[src/design/bspe_pkg.sv]
// Shared constants, codes and types for the bounded stack with positional edit.
package bspe_pkg;

  localparam int DEPTH   = 128;
  localparam int WORD_W  = 32;
  localparam int ACT_W   = 3;
  localparam int POS_W   = 7;
  localparam int ST_W    = 2;
  localparam int FILL_W  = 8;
  localparam int CNT_W   = $clog2(DEPTH + 1);
  localparam int CMP_W   = (CNT_W > POS_W) ? CNT_W : POS_W;
  localparam int GROUP   = 16;
  localparam int NGROUPS = (DEPTH + GROUP - 1) / GROUP;
  localparam int PAD     = NGROUPS * GROUP;

  localparam logic [ACT_W-1:0] ACT_PUSH   = 3'd0;
  localparam logic [ACT_W-1:0] ACT_POP    = 3'd1;
  localparam logic [ACT_W-1:0] ACT_PEEK   = 3'd2;
  localparam logic [ACT_W-1:0] ACT_INSERT = 3'd3;
  localparam logic [ACT_W-1:0] ACT_DELETE = 3'd4;

  localparam logic [ST_W-1:0] ST_OK        = 2'd0;
  localparam logic [ST_W-1:0] ST_OVERFLOW  = 2'd1;
  localparam logic [ST_W-1:0] ST_UNDERFLOW = 2'd2;
  localparam logic [ST_W-1:0] ST_BADPOS    = 2'd3;

  typedef logic signed [WORD_W-1:0] word_t;

  localparam word_t ERR_WORD = '1;

  // Broadcast from the controller to every cell of the row
  typedef struct packed {
    logic             apply;
    logic             ins;
    logic             del;
    logic [CMP_W-1:0] pos;
    logic [CMP_W-1:0] rd_addr;
    word_t            value;
  } cmd_t;

endpackage

[src/design/bspe_cell.sv]
// One storage cell of the stack row: holds a word, shifts with its neighbors.
module bspe_cell import bspe_pkg::*; (
  input  logic             clk,
  input  cmd_t             cmd,
  input  logic [CMP_W-1:0] index,
  input  word_t            lower,
  input  word_t            upper,
  output word_t            word,
  output word_t            hit
);

  always_ff @(posedge clk) begin
    if (cmd.apply) begin
      if (cmd.ins) begin
        if (index == cmd.pos) begin
          word <= cmd.value;
        end else if (index > cmd.pos) begin
          word <= lower;
        end
      end else if (cmd.del && (index >= cmd.pos)) begin
        word <= upper;
      end
    end
  end

  // Drive the word onto the read tree only when addressed
  assign hit = (index == cmd.rd_addr) ? word : '0;

endmodule

[config.mk]
export PLATFORM = sky130hd
export DESIGN_NAME = bspe_cell
export DESIGN_NICKNAME = d
export VERILOG_FILES = /design/src/design/bspe_pkg.sv /design/src/design/bspe_cell.sv
export SDC_FILE = /design/constraint.sdc
export NUM_CORES = 1
export LEC_CHECK = 0
export BUFFER_PORTS_ARGS = -buffer_cell sky130_fd_sc_hd__buf_4
export CORE_MARGIN = 4
export CORE_UTILIZATION = 35
export CTS_CLUSTER_DIAMETER = 50
export DETAILED_ROUTE_END_ITERATION = 8
export PLACE_DENSITY = 0.8
export SYNTH_ARGS = -nofsm -noshare
export SYNTH_HDL_FRONTEND = slang
export SYNTH_SLANG_ARGS = --single-unit
[constraint.sdc]
create_clock -name clk -period 8.5 [get_ports clk]
set_clock_uncertainty 0.2 [all_clocks]
set_input_delay 1.7 -clock clk [delete_from_list [all_inputs] [get_ports clk]]
set_output_delay 1.7 -clock clk [all_outputs]
set_load 0.05 [all_outputs]
Word-level counts from Yosys, hierarchy flattened:

Index checks and enable logic that the tools add are counted.

* equal/unequal tests: 3
* multiplexer cells: 5
* reductions and logical operators: 3
* order comparisons: 2

Operators with widths (number)
* $mux W32: 5
* $eq A8 B8 Y1: 2
* $ge A8 B8 Y1: 1
* $gt A8 B8 Y1: 1
* $ne A3 B1 Y1 const B: 1
* $reduce_and A3 Y1: 1
* $reduce_bool A2 Y1: 1
* $logic_and A1 B1 Y1: 1

* flip-flop bits (word level): 32
* output and inout port bits: 64
* logic and storage cells: 14

Logic depth before layout (Yosys ltp):

* depth after elaboration: 4
* depth in mapped cells: 7

Least setup slack after synthesis:

OpenSTA, ideal clock, no wires.

* kind: input port to output port
* start: in cmd[35] (netlist bit)
* end: out hit[10]
* stages: 5
* setup slack: 3.814 ns
* data arrival time: 2.786 ns
* required time: 6.600 ns
* cells stage by stage: xnor2_1 > nand4_1 > nor2_1 > clkbuf_1 > and2_1

* word-level cells in the longest chain between the ends: 2

RTL lines
* from (decl): line bspe_cell.sv:4 `input cmd_t cmd,`
* $eq A8 B8 Y1: line bspe_cell.sv:27 `assign hit = (index == cmd.rd_addr) ? word : '0;`
* $mux W32: line bspe_cell.sv:27
* to (decl): line bspe_cell.sv:9 `output word_t hit`

No other way between the ends.

Final worst setup path:

* start: in cmd[35] (netlist bit)
* end: out hit[25]

The elaborated chain is that of the path after synthesis.

==> reports/qor.csv <==
stage,metric,value,unit
place,pre-CTS setup slack,3.22,ns
logic_synthesis,register area share after synthesis,44.2,%
timing,Final Hold Viols,0,
route,metal3 WL,589,um
finish,layout net count,527,
timing,Max Clk Rate,191,MHz
grt,GRT Residual Overflow,0,
route,vias per std cell,4.69,
place,Placed Area,3590,um2
finish,FF+latch area,961,um2
route,post-DR wirelength/cell,14.3,um
timing,"Slew Viols, Final",0,
worst_setup_path,CP arrival,3.33,ns
timing,transition time of the tightest slew-check pin,1.20,ns
hold_path,hold crit path type,in2reg,
clock_tree,clk buf depth,2,
logic_synthesis,syn avg cell area,10.2,um2
finish,n_diodes,0,
timing,minimum clock period,5.23,ns
finish,fill cell count,550,
finish,Layout area overhead,68.9,%
route,drt total wl,6750,um
power_and_ir_drop,Leakage,1.67,nW
route,vias,2208,
route,initial drt markers,29,
clock_tree,PostCTS Resize Cnt,0,
floorplan,Die ar.,7530,um2
clock_tree,TritonCTS clock tree,built,
logic_synthesis,net count after synthesis,346,
grt,vias in the first global route,2214,
worst_setup_path,crit end category,output port,
clock_tree,clock tree sinks,32,
grt,GRT Resource Usage Total,16.7,%
power_and_ir_drop,P_sw,150,uW
timing,max_slew headroom,19.7,%
floorplan,num rows,28,
worst_setup_path,CP Class,in2out,
route,DRC Markers,0,
route,Met1 Wirelength,2310,um
route,uppermost layer routed,met4,
route,"antenna viol nets, final",0,
power_and_ir_drop,Clk network pwr share,23.6,%
floorplan,Die H,86.8,um
logic_synthesis,Seq cells post-synth,32,
timing,Fin Hold WS,1.54,ns
logic_synthesis,Synth warnings,0,
grt,pin count of the biggest net entering global routing,66,
route,DR pass1 iterations,4,
timing,setup TNS,0,ns
place,Detail Placement HPWL,5500,um
worst_setup_path,crit-path max FO,32,
finish,area occupied by multi-input gates,1100,um2
logic_synthesis,Synth cell types,20,
route,metal2 WL,3690,um
place,port bufs,187,
worst_setup_path,Worst EP required,6.60,ns
power_and_ir_drop,maximum vdd drop,85.2,uV
flow_run,# Max-Cap Violations,0,
worst_setup_path,critical path startpoint category,input pin,
run_status,status,"finished, final reports clean",
clock_tree,clock transition at the registers of the reported paths,0.07,ns
finish,Biggest register,word,
finish,Non-Filler Instances,471,
grt,initial antenna violation count,0,
timing,Worst Slack Setup Final,3.27,ns
floorplan,Die W,86.8,um
finish,Largest regs,word x32,
finish,max FFs per register,32,
clock_tree,CTS Root Cell,clkbuf_8,
place,dpl cells,463,
clock_tree,"Setup Fix Bufs, Post-CTS",0,
finish,share of post-route cells with drive strength above 1,49.7,%
floorplan,Core ar.,5990,um2
logic_synthesis,post-synthesis instance area,2170,um2
timing,final setup fails,0,
power_and_ir_drop,combinational fraction of design power,34.0,%
power_and_ir_drop,Internal,319,uW
place,RePlAce Congestion,0.752,
timing,RSZ-0062 raised after global routing,false,
power_and_ir_drop,Sequential Power Share,42.4,%
clock_tree,cts hold-fix bufs,0,
finish,post-route cell area,3670,um2
floorplan,# IOs,188,
power_and_ir_drop,sw frac,32.0,%
timing,final worst-path cycle share,61.5,%
power_and_ir_drop,P per Cell Area,128,nW/um2
grt,first-pass GRT wire length,9990,um
clock_tree,TritonCTS buffer count,5,
clock_tree,htree depth,2,
floorplan,Starting Density,36.3,%
logic_synthesis,Synth Instances,214,
## critical path: stages
cell	delay, ns
buf_4	0.11
xnor2_1	0.14
nand4_1	0.13
nor2_2	0.79
and2_1	0.25
buf_4	0.20
## per-stage QoR
| stage | total power, mW | utilization [%] |
|---|---|---|
| floorplan | 0.287 | - |
| global placement | 0.359 | 59.9 |
| detailed placement | 0.363 | 59.9 |
| CTS | 0.473 | 61.3 |
| global route | 0.490 | 61.3 |
| finish | 0.469 | 61.3 |
## worst paths after layout
check / startpoint / end / slack [ns] / cells after the start
worst max-delay path: cmd[35] / hit[25] / 3.27 / 6
worst min-delay path: upper[9] / word[9]$_DFFE_PP_ / 1.54 / 3
## layer usage
metal | vias to the layer above | track usage, %
li1 | 1112 | -
met1 | 985 | 16.9
met2 | 97 | 32.0
met3 | 14 | 4.85
met4 | 0 | 6.09
met5 | - | 0
## logic make-up (layout without fill, tap and decap cells)
logic type | count (synthesis) | after routing | synth area share [%]
compound gates | 39 | 39 | 9.33
xor+xnor | 8 | 8 | 3.22
fa+ha+maj | 8 | 8 | 4.61
buf+inv | 21 | 203 | 5.87
flops | 32 | 32 | 44.2
simple gates | 74 | 74 | 18.0
mux | 32 | 32 | 14.7
## power groups by stage
stage	registers, mW	clock network, mW	logic (mW)
2_1_floorplan	0.251	0	0.0356
3_3_place_gp	0.201	0	0.158
3_5_place_dp	0.202	0	0.160
4_1_cts	0.199	0.114	0.161
5_1_grt	0.201	0.120	0.169
6_report	0.199	0.111	0.159
## final cells by class
| cell class | count | area share (%) |
|---|---|---|
| Clock inverter | 1 | 0.102 |
| Inverter | 8 | 0.818 |
| Timing Repair Buffer | 187 | 38.3 |
| Tap cell | 75 | 2.56 |
| Multi-Input combinational cell | 161 | 30.0 |
| Clock buffer | 7 | 2.08 |
| Sequential cell | 32 | 26.2 |
## layout by cell type (no fill, tap or decap), types with 2 or more instances in the layout
cell / netlist / layout
a21oi_1: 34 / 34
and2_1: 32 / 32
buf_4: 0 / 187
clkbuf_1: 10 / 2
clkbuf_8: 0 / 5
edfxtp_1: 32 / 32
ha_1: 8 / 8
inv_1: 8 / 8
mux2i_1: 32 / 32
nand4_1: 2 / 2
nand4_2: 2 / 2
nor2_1: 34 / 33
o21ai_0: 2 / 2
xnor2_1: 8 / 8
## Yosys cell counts
| cell | instances | area, um2 |
|---|---|---|
| a21oi_1 | 34 | 170 |
| nor2_1 | 34 | 128 |
| and2_1 | 32 | 200 |
| edfxtp_1 | 32 | 961 |
| mux2i_1 | 32 | 320 |
| clkbuf_1 | 10 | 37.5 |
| ha_1 | 8 | 100 |
| inv_1 | 8 | 30.0 |
| xnor2_1 | 8 | 70.1 |
| buf_12 | 3 | 60.1 |
| nand4_1 | 2 | 12.5 |
| nand4_2 | 2 | 25.0 |
| o21ai_0 | 2 | 10.0 |
| a2111oi_0 | 1 | 8.76 |
| nand2_1 | 1 | 3.75 |
| nand2b_1 | 1 | 6.26 |
| nand3_1 | 1 | 5.00 |
| nor2_4 | 1 | 11.3 |
| o21a_1 | 1 | 7.51 |
| o22ai_1 | 1 | 6.26 |
Note: power is estimated with default switching activity, not from simulation.
